`src/rtl/tlsc_pkg.sv`:
```
`timescale 1ns / 1ps
// ----------------------------------------------------------------------------
// tlsc_pkg
// Shared types, constants and float helpers for the texel level statistics core.
// ----------------------------------------------------------------------------
package tlsc_pkg;

  // default counter width (counts saturate at 2**CountBitsDef)
  localparam int unsigned CountBitsDef = 24;

  // reset value of the alpha threshold: 0.5
  localparam logic [31:0] AlphaThrRst = 32'h3F00_0000;

  // Rec.709 luma weights, Q0.16, summing to 1.0
  localparam logic signed [16:0] WeightRed   = 17'sd13933;
  localparam logic signed [16:0] WeightGreen = 17'sd46871;
  localparam logic signed [16:0] WeightBlue  = 17'sd4732;

  localparam int unsigned ProdW  = 49;  // Q16.16 times Q0.16
  localparam int unsigned TermW  = 34;  // per-texel luma term, Q.8
  localparam int unsigned QDepth = 4;   // front-to-back queue depth

  // one classified texel on its way to the accumulator
  typedef struct packed {
    logic signed [TermW-1:0] term;
    logic                    finite;
    logic                    covered;
    logic                    last;
    logic [31:0]             red;
    logic [31:0]             green;
    logic [31:0]             blue;
    logic [31:0]             alpha;
  } tlsc_entry_t;

  function automatic logic f_nan(input logic [31:0] b);
    return b[30:0] > 31'h7F80_0000;
  endfunction

  function automatic logic f_zero(input logic [31:0] b);
    return b[30:0] == 31'd0;
  endfunction

  function automatic logic f_finite(input logic [31:0] b);
    return b[30:23] != 8'hFF;
  endfunction

  // monotonic key for ordered compares
  function automatic logic [31:0] f_key(input logic [31:0] b);
    return b[31] ? ~b : (b | 32'h8000_0000);
  endfunction

  function automatic logic f_ge(input logic [31:0] a, input logic [31:0] b);
    logic res;
    if (f_nan(a) || f_nan(b)) res = 1'b0;
    else if (f_zero(a) && f_zero(b)) res = 1'b1;
    else res = f_key(a) >= f_key(b);
    return res;
  endfunction

  // equality of two finite values, minus zero equals plus zero
  function automatic logic f_equal(input logic [31:0] a, input logic [31:0] b);
    return (a == b) || (f_zero(a) && f_zero(b));
  endfunction

  // float32 to signed Q16.16, truncating toward zero, saturating
  function automatic logic signed [31:0] to_q16(input logic [31:0] b);
    logic [7:0]  e;
    logic [23:0] m;
    logic [7:0]  rs;
    logic [31:0] mag;
    logic signed [31:0] res;
    e   = b[30:23];
    m   = {1'b1, b[22:0]};
    rs  = 8'd134 - e;
    mag = '0;
    if (e >= 8'd142) mag = 32'h8000_0000;
    else if (e >= 8'd134) mag = {8'd0, m} << e[2:0] - 3'd6;
    else if (rs > 8'd31) mag = '0;
    else mag = {8'd0, m} >> rs[4:0];
    if (e == 8'd0) res = '0;
    else if (b[31]) res = -signed'(mag);
    else if (mag[31]) res = 32'sh7FFF_FFFF;
    else res = signed'(mag);
    return res;
  endfunction

endpackage

```
`src/rtl/tlsc_fifo.sv`:
```
`timescale 1ns / 1ps
// ----------------------------------------------------------------------------
// tlsc_fifo
// Short queue of classified texels between front and back.
// ----------------------------------------------------------------------------
module tlsc_fifo (
  input  logic                  clk_i,
  input  logic                  rst_ni,
  input  logic                  push_i,
  input  tlsc_pkg::tlsc_entry_t wdata_i,
  output logic                  ready_o,
  input  logic                  pop_i,
  output logic                  valid_o,
  output tlsc_pkg::tlsc_entry_t rdata_o
);
  import tlsc_pkg::*;

  localparam int unsigned PtrW = $clog2(QDepth);

  tlsc_entry_t         mem_q [QDepth];
  logic [PtrW-1:0]     wptr_q, rptr_q;
  logic [PtrW:0]       cnt_q;

  assign ready_o = cnt_q != (PtrW+1)'(QDepth);
  assign valid_o = cnt_q != '0;
  assign rdata_o = mem_q[rptr_q];

  always_ff @(posedge clk_i or negedge rst_ni) begin
    if (!rst_ni) begin
      wptr_q <= '0;
      rptr_q <= '0;
      cnt_q  <= '0;
    end else begin
      if (push_i) wptr_q <= wptr_q + 1'b1;
      if (pop_i)  rptr_q <= rptr_q + 1'b1;
      if (push_i && !pop_i) cnt_q <= cnt_q + 1'b1;
      else if (pop_i && !push_i) cnt_q <= cnt_q - 1'b1;
    end
  end

  always_ff @(posedge clk_i) begin
    if (push_i) mem_q[wptr_q] <= wdata_i;
  end

endmodule

```
`config.mk`:
```
export PLATFORM = sky130hd
export DESIGN_NAME = tlsc_fifo
export DESIGN_NICKNAME = d
export VERILOG_FILES = /design/src/rtl/tlsc_pkg.sv /design/src/rtl/tlsc_fifo.sv
export SDC_FILE = /design/constraint.sdc
export NUM_CORES = 1
export LEC_CHECK = 0
export BUFFER_PORTS_ARGS = -buffer_cell sky130_fd_sc_hd__buf_2
export CAP_MARGIN = 10
export CELL_PAD_IN_SITES_DETAIL_PLACEMENT = 0
export CELL_PAD_IN_SITES_GLOBAL_PLACEMENT = 1
export CORE_UTILIZATION = 35
export DETAILED_ROUTE_END_ITERATION = 16
export HOLD_SLACK_MARGIN = 0.05
export PLACE_DENSITY_LB_ADDON = 0.3
export RECOVER_POWER = 25
export SLEW_MARGIN = 20
export SYNTH_ARGS = -nofsm -noshare
export SYNTH_HDL_FRONTEND = slang
export SYNTH_SLANG_ARGS = --single-unit
```
`constraint.sdc`:
```
create_clock -name clk_i -period 11.77 [get_ports clk_i]
set_input_delay 0 -clock clk_i [delete_from_list [all_inputs] [get_ports clk_i]]
set_output_delay 0 -clock clk_i [all_outputs]
set_load 0.005 [all_outputs]
```
==> impl_metrics.json <==
{
  "status": "complete, no violations",
  "clock_path_buffers": 3,
  "antenna_found_initial": 3,
  "leakage_nw": 10.26,
  "ys_types": 20,
  "synthTopCellsByArea": "edfxtp_1 82%, mux4_2 15%, dfrtp_1 0.72%, buf_6 0.70%, buf_2 0.35%",
  "die_area_sq_mm": 0.07024,
  "ant_nets": 0,
  "cp.depth": 4,
  "setup_tns_ns": 0,
  "clock_latency_ns": 0.60,
  "drive_gt1_share_pct": 34.68,
  "cp-end-kind": "primary output",
  "synth_common_cells": "660 x edfxtp_1, 165 x mux4_2, 17 x buf_2, 15 x buf_6, 7 x dfrtp_1",
  "critPathSlowestCell": "buf_4",
  "clock.fmax_mhz": 273.6,
  "hold_viol_final": 0,
  "path_class": "reg2out",
  "cts_buffers": 73,
  "io_pins": 336,
  "synth_seq_area_share_pct": 82.57,
  "coreArea_sq_mm": 0.06847,
  "h-tree-depth": 3,
  "crit_path_start_kind": "flop",
  "drt-initial-drc-count": 585,
  "hold_path.class": "in2reg",
  "synth_top_area_share_pct": 81.85,
  "clock_skew_ns": 0.01501,
  "path_cells": "buf_4 > buf_4 > mux4_2 > buf_2",
  "route.met2.wl_um": 25110,
  "yosysWarnings": 0,
  "crit_required_ns": 11.77,
  "slowest_delay_ns": 0.86,
  "powerDensity_mw_per_mm2": 238.0,
  "pwr-share-seq_pct": 44.4,
  "cts.sink_count": 667,
  "root_buffer": "clkbuf_16",
  "switchingPower_mw": 2.011,
  "fill_cells": 5883,
  "clkTransAtPathRegs_ns": 0.06,
  "worst-r2r-cell-count": 5,
  "peakVddDrop_mv": 0.1435,
  "critPathTopFamily": "buffers and inverters",
  "synth-edff-count": 660,
  "post-route-period-util_pct": 31.06,
  "drt_wl_total_um": 49750,
  "rows": 96,
  "fp.dieH_um": 265.0,
  "synth_top_area_cell": "edfxtp_1",
  "vias": 11290,
  "gp_congestion": 0.6968,
  "synth_area_sq_mm": 0.02421,
  "p_sw_share_pct": 27.54,
  "synthToLayoutAreaGrowth_pct": 26.68,
  "grt_pass1_vias": 12490,
  "synth.most_common_cell": "edfxtp_1",
  "dr_wl_met3_um": 2929,
  "fin_nets": 1630,
  "reg2reg_setup_slack_ns": 8.80,
  "drv_cap": 0,
  "crit_buf_inv": 3,
  "clockPowerShare_pct": 29.6,
  "cts_tree": "done",
  "hpwl_um": 28550,
  "top_layer_used": "met5",
  "ys.flop_type": "edfxtp_1",
  "overflow": 0,
  "crit_top_cell": "buf_4",
  "dr.pass1.iters": 5,
  "critPathArrivalTime_ns": 3.66,
  "combPwrFrac_pct": 26.1,
  "rsz0062_at_grt": "false",
  "drc": 0,
  "syn_avg_cell_area_sq_um": 26.99,
  "synth_fp_nets": 1072,
  "p_int_mw": 5.291,
  "dp_slack_ns": 8.557,
  "tightest_slew_ns": 1.038,
  "post-route-min-period_ns": 3.656,
  "synth-seq-cells": 667,
  "synth-async-reset-ratio_pct": 1.049,
  "syn-instance-count": 897,
  "avgViaCountPerCell": 4.729,
  "setup_viol_count_final": 0,
  "start_util_pct": 35.37,
  "met1_length_um": 20500,
  "io_buffers": 335,
  "wl_per_cell_um": 20.83,
  "cp_max_fo": 47,
  "die_w_um": 265.0,
  "grt_pass1_wl_um": 75200,
  "grt_max_degree": 63,
  "slew_headroom_pct": 30.79,
  "drv_slew": 0,
  "fin_ws_ns": 8.115,
  "grt_use_total_pct": 14.28,
  "whs_path_depth": 2
}
==> stage by stage <==
| stage | hold slack (ns) | instances | cell area, sq um | total power [mW] | util (%) |
|---|---|---|---|---|---|
| floorplan | -0.2956 | 897 | 24210 | 4.498 | - |
| global placement | -0.1311 | 2093 | 26840 | 5.215 | 39.21 |
| detailed placement | -0.1278 | 2093 | 26840 | 5.236 | 39.21 |
| CTS | 0.09824 | 2387 | 30790 | 7.470 | 44.98 |
| global route | 0.1761 | 2387 | 30670 | 7.656 | 44.80 |
| finish | 0.1749 | 2388 | 30680 | 7.301 | 44.80 |
==> cell families after synthesis <==
| kind of cell | after synthesis | share of synthesized area [%] |
|---|---|---|
| compound gates | 1 | 0.02065 |
| xor+xnor | 6 | 0.2170 |
| fa+ha+maj | 6 | 0.3410 |
| buf+inv | 41 | 1.250 |
| flops | 667 | 82.57 |
| mux | 166 | 15.39 |
| simple gates | 10 | 0.2067 |
==> repair_timing <==
item / in CTS / in global routing
hold buffers: 169 / 0
buffers inserted: 0 / 0
resized for setup: 0 / 0
endpoints found under the hold margin: 681 / 0
==> area by class of cell <==
class / instances / area (sq um) / area share (%)
clock buffers: 85 / 1893 / 6.171
multi-input cells: 189 / 3928 / 12.80
clock inverters: 40 / 365.4 / 1.191
inverters: 4 / 15.01 / 0.04895
diodes: 1 / 2.502 / 0.008158
flip-flops and latches: 667 / 20000 / 65.20
well taps: 882 / 1104 / 3.598
repair buffers: 520 / 3367 / 10.98
==> cells in the final DEF (no fill, tap or decap), types with 5 or more instances in the layout <==
cell type / count
clkbuf_1: 108
dlygate4sd3_1: 169
ha_1: 5
clkinv_1: 18
buf_2: 238
dfrtp_1: 5
edfxtp_1: 660
buf_4: 16
bufinv_16: 5
clkinv_2: 10
clkbuf_16: 74
mux4_2: 165
==> routing by layer <==
metal | GRT usage (%) | up-vias
met5 | 0 | -
met4 | 5.202 | 6
met3 | 3.731 | 87
met2 | 24.02 | 272
met1 | 17.79 | 5914
li1 | - | 5014
==> registers in the layout, summed over array words and instances (netlist names) <==
signal,count
wptr_q,2
mem_q,660
cnt_q,3
rptr_q,2
==> path summary, 6_finish.rpt <==
| kind | from | to |
|---|---|---|
| max | rptr_q[0]$_DFFE_PN0P_ | rdata_o[120] |
| min | wdata_i[115] | mem_q[1][115]$_DFFE_PP_ |
| max reg2reg | wptr_q[0]$_DFFE_PN0P_ | mem_q[0][160]$_DFFE_PP_ |
| min reg2reg | cnt_q[2]$_DFFE_PN0P_ | cnt_q[2]$_DFFE_PN0P_ |
| max in group asynchronous | rst_ni | rptr_q[0]$_DFFE_PN0P_ |
| min in group asynchronous | rst_ni | cnt_q[0]$_DFFE_PN0P_ |
==> power by group through the flow <==
stage / Combinational, mW / Clock (mW) / Sequential, mW
after floorplan: 1.21 / 0 / 3.29
after global placement: 1.94 / 0 / 3.28
after detailed placement: 1.94 / 0 / 3.30
after CTS: 1.99 / 2.23 / 3.25
after global routing: 2.07 / 2.30 / 3.28
final: 1.90 / 2.16 / 3.24
Power figures use the tool's default switching activity.
