--- src/rtl/tlsc_pkg.sv ---
`timescale 1ns / 1ps
// ----------------------------------------------------------------------------
// tlsc_pkg
// Shared types, constants and float helpers for the texel level statistics core.
// ----------------------------------------------------------------------------
package tlsc_pkg;

  // default counter width (counts saturate at 2**CountBitsDef)
  localparam int unsigned CountBitsDef = 24;

  // reset value of the alpha threshold: 0.5
  localparam logic [31:0] AlphaThrRst = 32'h3F00_0000;

  // Rec.709 luma weights, Q0.16, summing to 1.0
  localparam logic signed [16:0] WeightRed   = 17'sd13933;
  localparam logic signed [16:0] WeightGreen = 17'sd46871;
  localparam logic signed [16:0] WeightBlue  = 17'sd4732;

  localparam int unsigned ProdW  = 49;  // Q16.16 times Q0.16
  localparam int unsigned TermW  = 34;  // per-texel luma term, Q.8
  localparam int unsigned QDepth = 4;   // front-to-back queue depth

  // one classified texel on its way to the accumulator
  typedef struct packed {
    logic signed [TermW-1:0] term;
    logic                    finite;
    logic                    covered;
    logic                    last;
    logic [31:0]             red;
    logic [31:0]             green;
    logic [31:0]             blue;
    logic [31:0]             alpha;
  } tlsc_entry_t;

  function automatic logic f_nan(input logic [31:0] b);
    return b[30:0] > 31'h7F80_0000;
  endfunction

  function automatic logic f_zero(input logic [31:0] b);
    return b[30:0] == 31'd0;
  endfunction

  function automatic logic f_finite(input logic [31:0] b);
    return b[30:23] != 8'hFF;
  endfunction

  // monotonic key for ordered compares
  function automatic logic [31:0] f_key(input logic [31:0] b);
    return b[31] ? ~b : (b | 32'h8000_0000);
  endfunction

  function automatic logic f_ge(input logic [31:0] a, input logic [31:0] b);
    logic res;
    if (f_nan(a) || f_nan(b)) res = 1'b0;
    else if (f_zero(a) && f_zero(b)) res = 1'b1;
    else res = f_key(a) >= f_key(b);
    return res;
  endfunction

  // equality of two finite values, minus zero equals plus zero
  function automatic logic f_equal(input logic [31:0] a, input logic [31:0] b);
    return (a == b) || (f_zero(a) && f_zero(b));
  endfunction

  // float32 to signed Q16.16, truncating toward zero, saturating
  function automatic logic signed [31:0] to_q16(input logic [31:0] b);
    logic [7:0]  e;
    logic [23:0] m;
    logic [7:0]  rs;
    logic [31:0] mag;
    logic signed [31:0] res;
    e   = b[30:23];
    m   = {1'b1, b[22:0]};
    rs  = 8'd134 - e;
    mag = '0;
    if (e >= 8'd142) mag = 32'h8000_0000;
    else if (e >= 8'd134) mag = {8'd0, m} << e[2:0] - 3'd6;
    else if (rs > 8'd31) mag = '0;
    else mag = {8'd0, m} >> rs[4:0];
    if (e == 8'd0) res = '0;
    else if (b[31]) res = -signed'(mag);
    else if (mag[31]) res = 32'sh7FFF_FFFF;
    else res = signed'(mag);
    return res;
  endfunction

endpackage

--- src/rtl/tlsc_front.sv ---
`timescale 1ns / 1ps
// ----------------------------------------------------------------------------
// tlsc_front
// Accepts texels, classifies them, converts to fixed point, forms luma term.
// ----------------------------------------------------------------------------
module tlsc_front (
  input  logic               clk_i,
  input  logic               rst_ni,
  input  logic               cfg_we_i,
  input  logic [31:0]        cfg_wdata_i,
  input  logic               in_valid_i,
  output logic               in_ready_o,
  input  logic [127:0]       in_data_i,
  input  logic               in_last_i,
  input  logic               q_ready_i,
  output logic               q_push_o,
  output tlsc_pkg::tlsc_entry_t q_entry_o
);
  import tlsc_pkg::*;

  logic [31:0] thr_q;
  logic        adv;

  // stage 1: classify and convert
  logic               s1_valid_q, s1_fin_q, s1_cov_q, s1_last_q;
  logic [127:0]       s1_raw_q;
  logic signed [31:0] s1_r_q, s1_g_q, s1_b_q;
  // stage 2: weighted products
  logic               s2_valid_q, s2_fin_q, s2_cov_q, s2_last_q;
  logic [127:0]       s2_raw_q;
  logic signed [ProdW-1:0] s2_pr_q, s2_pg_q, s2_pb_q;

  logic signed [50:0] y_sum;
  logic signed [59:0] v;

  logic [31:0] ch_r, ch_g, ch_b, ch_a;
  assign ch_r = in_data_i[31:0];
  assign ch_g = in_data_i[63:32];
  assign ch_b = in_data_i[95:64];
  assign ch_a = in_data_i[127:96];

  // pipeline moves unless the last stage is held by a full queue
  assign adv        = !s2_valid_q || q_ready_i;
  assign in_ready_o = adv;

  // alpha threshold register
  always_ff @(posedge clk_i or negedge rst_ni) begin
    if (!rst_ni) begin
      thr_q <= AlphaThrRst;
    end else if (cfg_we_i) begin
      thr_q <= cfg_wdata_i;
    end
  end

  always_ff @(posedge clk_i or negedge rst_ni) begin
    if (!rst_ni) begin
      s1_valid_q <= 1'b0;
      s2_valid_q <= 1'b0;
    end else if (adv) begin
      s1_valid_q <= in_valid_i;
      s2_valid_q <= s1_valid_q;
    end
  end

  // payload stages
  always_ff @(posedge clk_i) begin
    if (adv) begin
      s1_fin_q  <= f_finite(ch_r) && f_finite(ch_g) && f_finite(ch_b) && f_finite(ch_a);
      s1_cov_q  <= f_ge(ch_a, thr_q);
      s1_last_q <= in_last_i;
      s1_raw_q  <= in_data_i;
      s1_r_q    <= to_q16(ch_r);
      s1_g_q    <= to_q16(ch_g);
      s1_b_q    <= to_q16(ch_b);
      s2_fin_q  <= s1_fin_q;
      s2_cov_q  <= s1_cov_q;
      s2_last_q <= s1_last_q;
      s2_raw_q  <= s1_raw_q;
      s2_pr_q   <= s1_r_q * WeightRed;
      s2_pg_q   <= s1_g_q * WeightGreen;
      s2_pb_q   <= s1_b_q * WeightBlue;
    end
  end

  // luma term: floor((Y*255 + 2^23) / 2^24)
  assign y_sum = 51'(s2_pr_q) + 51'(s2_pg_q) + 51'(s2_pb_q);
  assign v     = (60'(y_sum) <<< 8) - 60'(y_sum) + 60'sd8388608;

  assign q_push_o          = s2_valid_q && q_ready_i;
  assign q_entry_o.term    = v[57:24];
  assign q_entry_o.finite  = s2_fin_q;
  assign q_entry_o.covered = s2_cov_q;
  assign q_entry_o.last    = s2_last_q;
  assign q_entry_o.red     = s2_raw_q[31:0];
  assign q_entry_o.green   = s2_raw_q[63:32];
  assign q_entry_o.blue    = s2_raw_q[95:64];
  assign q_entry_o.alpha   = s2_raw_q[127:96];

endmodule

--- config.mk ---
export PLATFORM = sky130hd
export DESIGN_NAME = tlsc_front
export DESIGN_NICKNAME = d
export VERILOG_FILES = /design/src/rtl/tlsc_pkg.sv /design/src/rtl/tlsc_front.sv
export SDC_FILE = /design/constraint.sdc
export NUM_CORES = 2
export LEC_CHECK = 0
export BUFFER_PORTS_ARGS = -buffer_cell sky130_fd_sc_hd__buf_2
export CAP_MARGIN = 25
export CORE_MARGIN = 1.5
export CORE_UTILIZATION = 49
export DETAILED_ROUTE_END_ITERATION = 12
export PLACE_DENSITY = 0.66
export SLEW_MARGIN = 10
export SYNTH_ARGS = -nofsm -noshare
export SYNTH_HDL_FRONTEND = slang
export SYNTH_SLANG_ARGS = --single-unit
--- constraint.sdc ---
create_clock -name clk_i -period 16.9 [get_ports clk_i]
set_clock_uncertainty 0.05 [all_clocks]
set_input_delay 1.69 -clock clk_i [delete_from_list [all_inputs] [get_ports clk_i]]
set_output_delay 1.69 -clock clk_i [all_outputs]
set_load 0.01 [all_outputs]
==> flow_summary_export.csv <==
group,metric,value,unit
sta,worst_slew_pin_slew,995,ps
sta,hold_viol_final,0,
clock_network,cts_buffers,66,
sta,max-slew-margin-rel,31.9,%
finish,layout-drive-gt1-share,11.0,%
synth,ys_warn_count,0,
routing,drtPass1Iterations,5,
synth,async_reset_ff_share,6.39,%
sta,rsz0062_at_grt,"no",
clock_network,max-clock-path-buffers,3,
routing,vias,43500,
sta,period_needed,9970,ps
global_route,antenna_found_initial,14,
routing,wl_per_cell,19.4,um
global_route,grt_max_degree,80,
clock_network,cts_max_level,3,
global_route,grt_pass1_wl,243000,um
clock_network,path_clk_slew,50,ps
clock_network,cts_root_buf,"clkbuf_16",
synth,synth_cell_types,104,
global_route,grt_remaining_overflow,0,
synth,ys_top_cells_by_area,"edfxtp_1 (24%), fa_1 (21%), ha_1 (15%)",
critical_path,crit_type,"reg -> out",
clock_network,hold_buffers,0,
synth,synthCells,5788,
clock_network,cts_resized,0,
floorplanning,dieWidth,358,um
floorplanning,fp.dieH,358,um
synth,synth_top_area_cell,"edfxtp_1",
placed_design,hpwl,124000,um
global_route,grt_pass1_vias,43900,
critical_path,critPathLaunchType,"flop",
synth,synth_commonest_cells,"inv_1 (934), ha_1 (738), fa_1 (663), edfxtp_1 (498), nor2_1 (304)",
sta,max_freq,100,MHz
floorplanning,num_rows,130,
run,drv_cap,0,
synth,syn_area,61700,um2
clock_network,insertion_delay,680,ps
floorplanning,design.core.area,125000,um2
clock_network,cts_tree,"done",
finish,fin_area,67300,um2
global_route,track_usage,23.9,%
finish,areaGrowthSynthToFinish,8.98,%
sta,tns,0,ps
critical_path,crit_slowest_cell,"fa_1",
outcome,outcome,"completed",
floorplanning,initial_core_util,49.3,%
floorplanning,die_area,128000,um2
routing,wl,150000,um
routing,ant_nets,0,
synth,syn_avg_cell_area,10.7,um2
finish,utilization,53.7,%
critical_path,end_kind,"output port",
finish,nets,7623,
synth,synth-seq-area-share,25.6,%
sta,min_period_over_period,59.0,%
sta,drv_slew,0,
synth,synthFlopType,"edfxtp_1",
placed_design,gp_congestion,0.919,
routing,avgViaCountPerCell,5.60,
clock_network,cts_setup_buffers,0,
placed_design,io_buffers,332,
routing,drtIter0Drc,3279,
critical_path,arrival,8230,ps
synth,ys_ff_latch,532,
sta,setup_viol,0,
routing,drc,0,
synth,synth_nets,7355,
worst_hold_path,hp-class,"reg -> reg",
floorplanning,io_pins,333,
critical_path,cpMostUsedCell,"o21ai_0",
critical_path,cp.required,15160,ps
critical_path,cpPeakStageDelay,540,ps
synth,synth-edff-count,498,
placed_design,dpl_cell_area,65000,um2
critical_path,worstPathMaxFanout,6,
clock_network,cts.sinks,532,
synth,synth_top_area_share,24.2,%
synth,yosysMostFrequentCell,"inv_1",
sta,fin_worst_hold_slack,340,ps
kinds of logic after synthesis:
| group | Yosys count | synth area share (%) |
|---|---|---|
| and+or+nand+nor | 1028 | 8.28 |
| buffers and inverters | 1112 | 6.90 |
| DFF | 532 | 25.6 |
| AOI/OAI and AO/OA | 1085 | 11.8 |
| adders and majority gates | 1402 | 36.5 |
| xor gates and xnor gates | 360 | 5.13 |
| muxes | 269 | 5.84 |
placed cells by master (no fill, tap or decap), drive strengths merged, types with 91 or more instances in the layout:
master / n
ha: 738
nor2: 304
inv: 942
fa: 663
xor2: 134
nor3: 91
edfxtp: 498
nand2: 209
a21o: 147
buf: 372
a21oi: 296
mux2i: 125
xnor2: 225
o21ai: 183
critical path, delay by kind of cell (launching register included):
family | cells | cell delay (ps)
AOI/OAI and AO/OA | 16 | 4350
xor gates and xnor gates | 2 | 540
adders and majority gates | 4 | 1630
buffers and inverters | 4 | 330
DFF | 1 | 320
and+or+nand+nor | 2 | 360
path summary, 6_finish.rpt:
path	start	endpoint	slack, ps	cells after the start
min in group asynchronous	rst_ni	s1_valid_q	1020	1
worst min register to register	s1_raw_q[86]	s2_raw_q[86]	340	0
worst min-delay path	s1_raw_q[86]	s2_raw_q[86]	340	0
worst max register to register	s1_g_q[8]	s2_pg_q[46]	9340	22
worst max-delay path	s2_pr_q[2]	q_entry_o[164]	6930	28
max in group asynchronous	rst_ni	thr_q[23]	15300	1
sequential cells by signal, summed over array words and instances, names as in the netlist:
name,count
s1_last_q,1
s2_valid_q,1
s2_raw_q,128
thr_q,32
s2_cov_q,1
s1_b_q,32
s2_fin_q,1
s2_pb_q,44
s1_g_q,32
s1_raw_q,128
s1_r_q,32
s1_valid_q,1
s2_pr_q,47
s2_last_q,1
s1_fin_q,1
s2_pg_q,49
s1_cov_q,1
routing by layer:
layer / up-vias / part of all wire [%] / track usage, %
met5: - / 0.019 / 0
met4: 4 / 1.6 / 4.73
met3: 144 / 5.3 / 3.63
met2: 1082 / 47 / 39.1
met1: 21500 / 46 / 33.9
li1: 20800 / - / -
layout make-up:
class / count / area [um2]
fillers: 11100 / 58000
flip-flops and latches: 532 / 15800
multi-input cells: 4144 / 41700
inverters: 940 / 3530
repair buffers: 372 / 1970
well taps: 1650 / 2060
clock buffers: 77 / 1690
clock inverters: 39 / 519
diodes: 6 / 15.0
through the flow:
step,setup WS [ps],instances
global placement,7670,7636
global route,6240,7760
detailed placement,7600,7637
floorplan,1420,5788
CTS,6830,7753
finish,6930,7760
Power is left out: the tool's default activity adds up to more than one toggle a clock period on the data nets, which glitch-free logic cannot reach.
