--- config.mk ---
export PLATFORM = sky130hd
export DESIGN_NAME = tlsc_back
export DESIGN_NICKNAME = d
export VERILOG_FILES = /design/src/rtl/tlsc_pkg.sv /design/src/rtl/tlsc_back.sv
export SDC_FILE = /design/constraint.sdc
export NUM_CORES = 1
export LEC_CHECK = 0
export CORE_UTILIZATION = 50
export CTS_CLUSTER_DIAMETER = 100
export CTS_CLUSTER_SIZE = 16
export DETAILED_ROUTE_END_ITERATION = 10
export DONT_BUFFER_PORTS = 1
export GPL_TIMING_DRIVEN = 0
export PLACE_DENSITY = 0.68
export SLEW_MARGIN = 25
export SYNTH_ARGS = -nofsm -noshare
export SYNTH_HDL_FRONTEND = slang
export SYNTH_SLANG_ARGS = --single-unit
--- constraint.sdc ---
create_clock -name clk_i -period 9.98 [get_ports clk_i]
set_input_delay 0.499 -clock clk_i [delete_from_list [all_inputs] [get_ports clk_i]]
set_output_delay 0.499 -clock clk_i [all_outputs]
set_load 0.01 [all_outputs]
--- src/rtl/tlsc_pkg.sv ---
`timescale 1ns / 1ps
// ----------------------------------------------------------------------------
// tlsc_pkg
// Shared types, constants and float helpers for the texel level statistics core.
// ----------------------------------------------------------------------------
package tlsc_pkg;

  // default counter width (counts saturate at 2**CountBitsDef)
  localparam int unsigned CountBitsDef = 24;

  // reset value of the alpha threshold: 0.5
  localparam logic [31:0] AlphaThrRst = 32'h3F00_0000;

  // Rec.709 luma weights, Q0.16, summing to 1.0
  localparam logic signed [16:0] WeightRed   = 17'sd13933;
  localparam logic signed [16:0] WeightGreen = 17'sd46871;
  localparam logic signed [16:0] WeightBlue  = 17'sd4732;

  localparam int unsigned ProdW  = 49;  // Q16.16 times Q0.16
  localparam int unsigned TermW  = 34;  // per-texel luma term, Q.8
  localparam int unsigned QDepth = 4;   // front-to-back queue depth

  // one classified texel on its way to the accumulator
  typedef struct packed {
    logic signed [TermW-1:0] term;
    logic                    finite;
    logic                    covered;
    logic                    last;
    logic [31:0]             red;
    logic [31:0]             green;
    logic [31:0]             blue;
    logic [31:0]             alpha;
  } tlsc_entry_t;

  function automatic logic f_nan(input logic [31:0] b);
    return b[30:0] > 31'h7F80_0000;
  endfunction

  function automatic logic f_zero(input logic [31:0] b);
    return b[30:0] == 31'd0;
  endfunction

  function automatic logic f_finite(input logic [31:0] b);
    return b[30:23] != 8'hFF;
  endfunction

  // monotonic key for ordered compares
  function automatic logic [31:0] f_key(input logic [31:0] b);
    return b[31] ? ~b : (b | 32'h8000_0000);
  endfunction

  function automatic logic f_ge(input logic [31:0] a, input logic [31:0] b);
    logic res;
    if (f_nan(a) || f_nan(b)) res = 1'b0;
    else if (f_zero(a) && f_zero(b)) res = 1'b1;
    else res = f_key(a) >= f_key(b);
    return res;
  endfunction

  // equality of two finite values, minus zero equals plus zero
  function automatic logic f_equal(input logic [31:0] a, input logic [31:0] b);
    return (a == b) || (f_zero(a) && f_zero(b));
  endfunction

  // float32 to signed Q16.16, truncating toward zero, saturating
  function automatic logic signed [31:0] to_q16(input logic [31:0] b);
    logic [7:0]  e;
    logic [23:0] m;
    logic [7:0]  rs;
    logic [31:0] mag;
    logic signed [31:0] res;
    e   = b[30:23];
    m   = {1'b1, b[22:0]};
    rs  = 8'd134 - e;
    mag = '0;
    if (e >= 8'd142) mag = 32'h8000_0000;
    else if (e >= 8'd134) mag = {8'd0, m} << e[2:0] - 3'd6;
    else if (rs > 8'd31) mag = '0;
    else mag = {8'd0, m} >> rs[4:0];
    if (e == 8'd0) res = '0;
    else if (b[31]) res = -signed'(mag);
    else if (mag[31]) res = 32'sh7FFF_FFFF;
    else res = signed'(mag);
    return res;
  endfunction

endpackage

--- src/rtl/tlsc_back.sv ---
`timescale 1ns / 1ps
// ----------------------------------------------------------------------------
// tlsc_back
// Accumulates statistics and forms the level result with a serial divider.
// ----------------------------------------------------------------------------
module tlsc_back #(
  parameter int unsigned COUNT_BITS = tlsc_pkg::CountBitsDef
) (
  input  logic                  clk_i,
  input  logic                  rst_ni,
  input  logic                  q_valid_i,
  output logic                  q_pop_o,
  input  tlsc_pkg::tlsc_entry_t q_entry_i,
  output logic                  out_valid_o,
  input  logic                  out_ready_i,
  output logic [103:0]          out_data_o
);
  import tlsc_pkg::*;

  localparam int unsigned CntW = COUNT_BITS + 1;

  localparam logic [1:0] ST_ACC  = 2'd0;
  localparam logic [1:0] ST_PREP = 2'd1;
  localparam logic [1:0] ST_DIV  = 2'd2;
  localparam logic [1:0] ST_DONE = 2'd3;

  logic [1:0] st_q, st_d;

  // statistics
  logic signed [63:0] luma_q, luma_d;
  logic [CntW-1:0]    cov_q, cov_d, fin_q, fin_d, skip_q, skip_d;
  logic [31:0]        first_q [4];
  logic               have_q, have_d, same_q, same_d, grab;

  // divider
  logic [63:0]     num_m_q, num_c_q;
  logic [CntW-1:0] rem_m_q, rem_c_q, sh_m, sh_c;
  logic [5:0]      step_q;
  logic            neg_q;
  logic [63:0]     mag;

  // result
  logic            out_valid_q;
  logic [103:0]    out_q;
  logic [31:0]     mean;
  logic [16:0]     cov_res;
  logic [63:0]     fin_w, skip_w;

  assign q_pop_o = (st_q == ST_ACC) && q_valid_i;

  // statistics update and state sequencing
  always_comb begin
    st_d   = st_q;
    luma_d = luma_q;
    cov_d  = cov_q;
    fin_d  = fin_q;
    skip_d = skip_q;
    have_d = have_q;
    same_d = same_q;
    grab   = 1'b0;
    case (st_q)
      ST_ACC: begin
        if (q_pop_o) begin
          if (!q_entry_i.finite) begin
            if (!skip_q[COUNT_BITS]) skip_d = skip_q + 1'b1;
          end else begin
            if (!have_q) begin
              grab   = 1'b1;
              have_d = 1'b1;
            end else if (!f_equal(q_entry_i.red,   first_q[0]) ||
                         !f_equal(q_entry_i.green, first_q[1]) ||
                         !f_equal(q_entry_i.blue,  first_q[2]) ||
                         !f_equal(q_entry_i.alpha, first_q[3])) begin
              same_d = 1'b0;
            end
            if (!fin_q[COUNT_BITS]) begin
              luma_d = luma_q + 64'(q_entry_i.term);
              if (q_entry_i.covered) cov_d = cov_q + 1'b1;
              fin_d = fin_q + 1'b1;
            end
          end
          if (q_entry_i.last) st_d = ST_PREP;
        end
      end
      ST_PREP: st_d = ST_DIV;
      ST_DIV:  if (step_q == 6'd63) st_d = ST_DONE;
      ST_DONE: begin
        if (!out_valid_q) begin
          st_d   = ST_ACC;
          luma_d = '0;
          cov_d  = '0;
          fin_d  = '0;
          skip_d = '0;
          have_d = 1'b0;
          same_d = 1'b1;
        end
      end
      default: st_d = ST_ACC;
    endcase
  end

  always_ff @(posedge clk_i or negedge rst_ni) begin
    if (!rst_ni) begin
      st_q   <= ST_ACC;
      luma_q <= '0;
      cov_q  <= '0;
      fin_q  <= '0;
      skip_q <= '0;
      have_q <= 1'b0;
      same_q <= 1'b1;
    end else begin
      st_q   <= st_d;
      luma_q <= luma_d;
      cov_q  <= cov_d;
      fin_q  <= fin_d;
      skip_q <= skip_d;
      have_q <= have_d;
      same_q <= same_d;
    end
  end

  // first finite texel of the level
  always_ff @(posedge clk_i) begin
    if (grab) begin
      first_q[0] <= q_entry_i.red;
      first_q[1] <= q_entry_i.green;
      first_q[2] <= q_entry_i.blue;
      first_q[3] <= q_entry_i.alpha;
    end
  end

  // restoring division, one quotient bit per cycle for mean and coverage
  assign mag  = luma_q[63] ? 64'(-luma_q) : 64'(luma_q);
  assign sh_m = {rem_m_q[CntW-2:0], num_m_q[63]};
  assign sh_c = {rem_c_q[CntW-2:0], num_c_q[63]};

  always_ff @(posedge clk_i) begin
    if (st_q == ST_PREP) begin
      neg_q   <= luma_q[63];
      num_m_q <= mag + 64'(fin_q >> 1);
      num_c_q <= (64'(cov_q) << 16) + 64'(fin_q >> 1);
      rem_m_q <= '0;
      rem_c_q <= '0;
      step_q  <= '0;
    end else if (st_q == ST_DIV) begin
      step_q <= step_q + 1'b1;
      if (sh_m >= fin_q) begin
        rem_m_q <= sh_m - fin_q;
        num_m_q <= {num_m_q[62:0], 1'b1};
      end else begin
        rem_m_q <= sh_m;
        num_m_q <= {num_m_q[62:0], 1'b0};
      end
      if (sh_c >= fin_q) begin
        rem_c_q <= sh_c - fin_q;
        num_c_q <= {num_c_q[62:0], 1'b1};
      end else begin
        rem_c_q <= sh_c;
        num_c_q <= {num_c_q[62:0], 1'b0};
      end
    end
  end

  // saturate and pack the result
  always_comb begin
    if (fin_q == '0) mean = '0;
    else if (neg_q) mean = (num_m_q > 64'h8000_0000) ? 32'h8000_0000 : 32'(-num_m_q);
    else mean = (num_m_q > 64'h7FFF_FFFF) ? 32'h7FFF_FFFF : num_m_q[31:0];
    cov_res = (fin_q == '0) ? 17'd0 : num_c_q[16:0];
    fin_w   = 64'(fin_q);
    skip_w  = 64'(skip_q);
  end

  always_ff @(posedge clk_i or negedge rst_ni) begin
    if (!rst_ni) begin
      out_valid_q <= 1'b0;
    end else if (st_q == ST_DONE && !out_valid_q) begin
      out_valid_q <= 1'b1;
    end else if (out_ready_i) begin
      out_valid_q <= 1'b0;
    end
  end

  always_ff @(posedge clk_i) begin
    if (st_q == ST_DONE && !out_valid_q) begin
      out_q <= {3'b000,
                have_q && same_q && f_zero(first_q[0]) && f_zero(first_q[1]) &&
                  f_zero(first_q[2]),
                have_q && same_q,
                fin_w[24:0], skip_w[24:0], cov_res, mean};
    end
  end

  assign out_valid_o = out_valid_q;
  assign out_data_o  = out_q;

endmodule

==> load_flow_metrics.sql <==
INSERT INTO impl_metrics (metric_group, metric, value, unit) VALUES
('clocking', 'cts_post_setup_buffers_inserted', '0', ''),
('layout', 'nNetsFinal', '3941', ''),
('floorplan', 'die_x', '263', 'um'),
('setup_path', 'timing.critical_path.from_type', 'flip-flop', ''),
('route', 'detail-route-antenna-nets', '0', ''),
('floorplan', 'floorplan.initialDensity', '50.6', '%'),
('clocking', 'tritoncts_clock_tree', 'yes', ''),
('power_and_ir_drop', 'irDropWorstVdd', '0.149', 'mV'),
('route', 'initialDrtViolationCount', '2814', ''),
('global_routing', 'antenna_found_initial', '4', ''),
('sta', 'clk_skew', '0.0243', 'ns'),
('setup_path', 'end_kind', 'flip-flop', ''),
('sta', 'max_freq', '134', 'MHz'),
('layout', 'n_fill_cell', '5833', ''),
('yosys', 'synth-edff-count', '358', ''),
('layout', 'final_cell_count_no_fill', '4516', ''),
('layout', 'final_core_util', '56.5', '%'),
('setup_path', 'reg2reg_slack', '2.53', 'ns'),
('clocking', 'clock_sink_count', '556', ''),
('place', 'dpl.cell_count', '4309', ''),
('setup_path', 'crit_arrival', '7.80', 'ns'),
('yosys', 'syn_area_per_cell', '9.97', 'sq um'),
('yosys', 'mappedNetlistArea', '0.0341', 'sq mm'),
('yosys', 'synthFlopType', 'edfxtp_1', ''),
('worst_hold_path', 'hold_path.startpoint', 'q_entry_i[131]', ''),
('sta', 'final-max-slew-violation-count', '0', ''),
('power_and_ir_drop', 'power.density', '306', 'mW/mm^2'),
('setup_path', 'timing.rr.end', 'num_m_q[55]', ''),
('global_routing', 'grtUsageTotal', '28.6', '%'),
('global_routing', 'grt_max_degree', '145', ''),
('sta', 'setup_viol_count_final', '0', ''),
('route', 'drcViolationCount', '0', ''),
('route', 'post_drt_wl_per_cell', '22.3', 'um'),
('floorplan', 'die_ht', '263', 'um'),
('global_routing', 'wire_length_of_the_first_global_routing_pass', '156000', 'um'),
('floorplan', 'ioPinCount', '275', ''),
('place', 'place.port_buffers', '0', ''),
('clocking', 'cts.htree.levels', '2', ''),
('setup_path', 'worst_r2r_path_depth', '19', ''),
('yosys', 'yosysWarningCount', '0', ''),
('floorplan', 'floorplan.rows', '95', ''),
('yosys', 'share_of_the_yosys_chip_area_belonging_to_registers', '45.3', '%'),
('global_routing', 'via_count_of_the_first_global_routing_pass', '26596', ''),
('yosys', 'yosys_register_bits', '556', ''),
('yosys', 'netlist-cell-type-count', '89', ''),
('sta', 'final-hold-violation-count', '0', ''),
('yosys', 'netlist.area_leader.share', '31.5', '%'),
('setup_path', 'crit_required', '10.33', 'ns'),
('sta', 'finalWorstPathRequiredPeriod', '7.45', 'ns'),
('power_and_ir_drop', 'leakage_power', '14.0', 'nW'),
('outcome', 'status', 'finished, final reports clean', ''),
('layout', 'drive_gt1_share', '5.77', '%'),
('clocking', 'clock_latency_at_the_later_pin_of_the_worst_skew_pair', '0.61', 'ns'),
('yosys', 'syn_inst', '3419', ''),
('route', 'amount_of_wire_on_met3_after_detailed_routing', '7980', 'um'),
('clocking', 'cts_made_buffers', '41', ''),
('yosys', 'asyncSetResetFlopFracSynth', '25.9', '%'),
('worst_hold_path', 'min_delay_worst_endpoint', 'luma_q[0]', ''),
('route', 'highest-signal-layer', 'met5', ''),
('sta', 'timing_worst_slew_pin_value', '1.04', 'ns'),
('route', 'via_per_inst', '6.20', ''),
('global_routing', 'grt.overflow.total', '0', ''),
('floorplan', 'die-area', '0.0692', 'sq mm'),
('place', 'dpl_cell_area', '0.0355', 'sq mm'),
('route', 'route.layer.met1.wl', '42800', 'um'),
('clocking', 'cts.repair.resized', '0', ''),
('sta', 'grt_setup_unrepaired', 'no', ''),
('route', 'drt-pass1-iter-count', '6', ''),
('clocking', 'cts.hold.buffers_added', '131', ''),
('place', 'hpwlAfterDp', '73700', 'um'),
('worst_hold_path', 'worstHoldPathType', 'input pin to flip-flop', '');
==> cells by family after synthesis <==
logic type / synth area share, %
simple gates: 17.0
flops: 45.3
xor+xnor: 10.1
compound gates: 15.3
other cells: 0.0110
buf+inv: 2.74
fa+ha+maj: 6.06
mux: 3.52
==> per-stage QoR <==
step | hold slack [ns] | setup WS, ns | power [mW]
after floorplan | 0.203 | 3.46 | 8.27
after global placement | 0.225 | 0.703 | 9.77
after detailed placement | 0.224 | 2.67 | 9.86
after CTS | 0.158 | 2.68 | 11.6
after global routing | 0.219 | 1.99 | 12.4
final | 0.192 | 2.53 | 11.6
==> report_power, final <==
| group | total, mW | switching (mW) | internal [mW] | leakage, nW |
|---|---|---|---|---|
| combinational | 5.91 | 3.54 | 2.37 | 7.75 |
| sequential | 4.07 | 0.669 | 3.40 | 5.64 |
| clock | 1.64 | 0.850 | 0.791 | 0.576 |
| total | 11.6 | 5.06 | 6.57 | 14.0 |
==> sequential cells by signal, indices dropped and copies added (netlist names), 24 cells and up <==
signal / count
cov_q: 25
num_m_q: 64
fin_q: 25
luma_q: 64
rem_c_q: 24
num_c_q: 64
rem_m_q: 24
out_data_o: 101
first_q: 128
skip_q: 25
==> synthesized netlist by cell type (20+ instances only) <==
| cell type | count |
|---|---|
| edfxtp_1 | 358 |
| xnor2_1 | 301 |
| nand2_1 | 271 |
| nor2_1 | 260 |
| a21oi_1 | 216 |
| o21ai_0 | 197 |
| ha_1 | 157 |
| dfrtp_1 | 143 |
| clkbuf_1 | 127 |
| nor4_1 | 106 |
| nand4_1 | 96 |
| inv_1 | 92 |
| xor2_1 | 92 |
| a21o_1 | 90 |
| mux2_2 | 80 |
| nor3_1 | 78 |
| nand3_1 | 75 |
| dfxtp_1 | 54 |
| nor2b_1 | 52 |
| or3_1 | 49 |
| a31oi_1 | 47 |
| a211oi_1 | 43 |
| o31ai_1 | 43 |
| and3_1 | 31 |
| mux2i_1 | 30 |
| o21bai_1 | 24 |
| o22ai_1 | 22 |
| a311oi_1 | 20 |
==> layer usage <==
layer  up-vias  track usage, %
met5         -               0
met1     13487            38.2
met3       246            5.36
met4         4            10.2
met2      1163            46.4
li1      13110               -
==> how the worst max path moves through the flow <==
stage	to	slack (ns)	from	depth (start not counted)
2_1_floorplan	first_q[0][0]	3.46	st_q[0]	5
3_3_place_gp	out_data_o[15]	0.70	st_q[0]	4
3_5_place_dp	num_m_q[55]	2.67	luma_q[63]	19
4_1_cts	num_m_q[55]	2.68	luma_q[63]	19
5_1_grt	num_m_q[55]	1.99	luma_q[63]	20
6_report	num_m_q[55]	2.53	luma_q[63]	19
==> layout make-up <==
type,instances,area share (%)
multi-input combinational,2626,46.7
sequential,556,40.6
timing repair buffer,146,4.16
clock buffer,69,2.98
tap,873,2.87
buffer,144,1.51
inverter,95,0.938
clock inverter,6,0.224
antenna,1,0.00658
==> cell usage in the layout, fill, tap and decap left out, drive strengths merged, types with 17 or more instances in the layout <==
| master | netlist | final |
|---|---|---|
| mux2i | 30 | 30 |
| nor2b | 52 | 52 |
| a211oi | 43 | 43 |
| o21ai | 199 | 199 |
| nor3 | 87 | 87 |
| or2 | 18 | 18 |
| nand4 | 96 | 96 |
| o31ai | 43 | 43 |
| clkbuf | 127 | 196 |
| o21bai | 24 | 24 |
| a21oi | 216 | 216 |
| nand2 | 273 | 273 |
| buf | 17 | 33 |
| inv | 92 | 96 |
| o22ai | 22 | 22 |
| a21o | 90 | 90 |
| dlygate4sd3 | 0 | 130 |
| ha | 157 | 157 |
| nand3 | 76 | 76 |
| nor4 | 109 | 109 |
| xnor2 | 301 | 301 |
| dfrtp | 143 | 143 |
| nand3b | 18 | 18 |
| dfxtp | 54 | 54 |
| nor2 | 260 | 260 |
| and3 | 31 | 31 |
| xor2 | 92 | 92 |
| or3 | 50 | 50 |
| mux2 | 80 | 80 |
| a311oi | 20 | 20 |
| edfxtp | 358 | 358 |
| a31oi | 47 | 47 |
| o21a | 17 | 17 |
==> critical path, cell delays in order (launching register included) <==
cell and delay, ns:
dfrtp_1 0.45, clkbuf_1 0.44, clkbuf_1 0.43, clkbuf_1 0.41, clkbuf_1 0.46, clkbuf_1 0.56
clkbuf_1 0.48, o21ai_0 0.26, ha_1 0.33, a21o_1 0.15, a21o_1 0.21, a2111oi_0 0.55
o211ai_1 0.25, and3_1 0.20, o32a_1 0.39, a221oi_1 0.82, or3_4 0.32, nor3_1 0.07
xnor2_1 0.14, mux2_2 0.26
No activity file was read; power rests on OpenSTA's default activity.
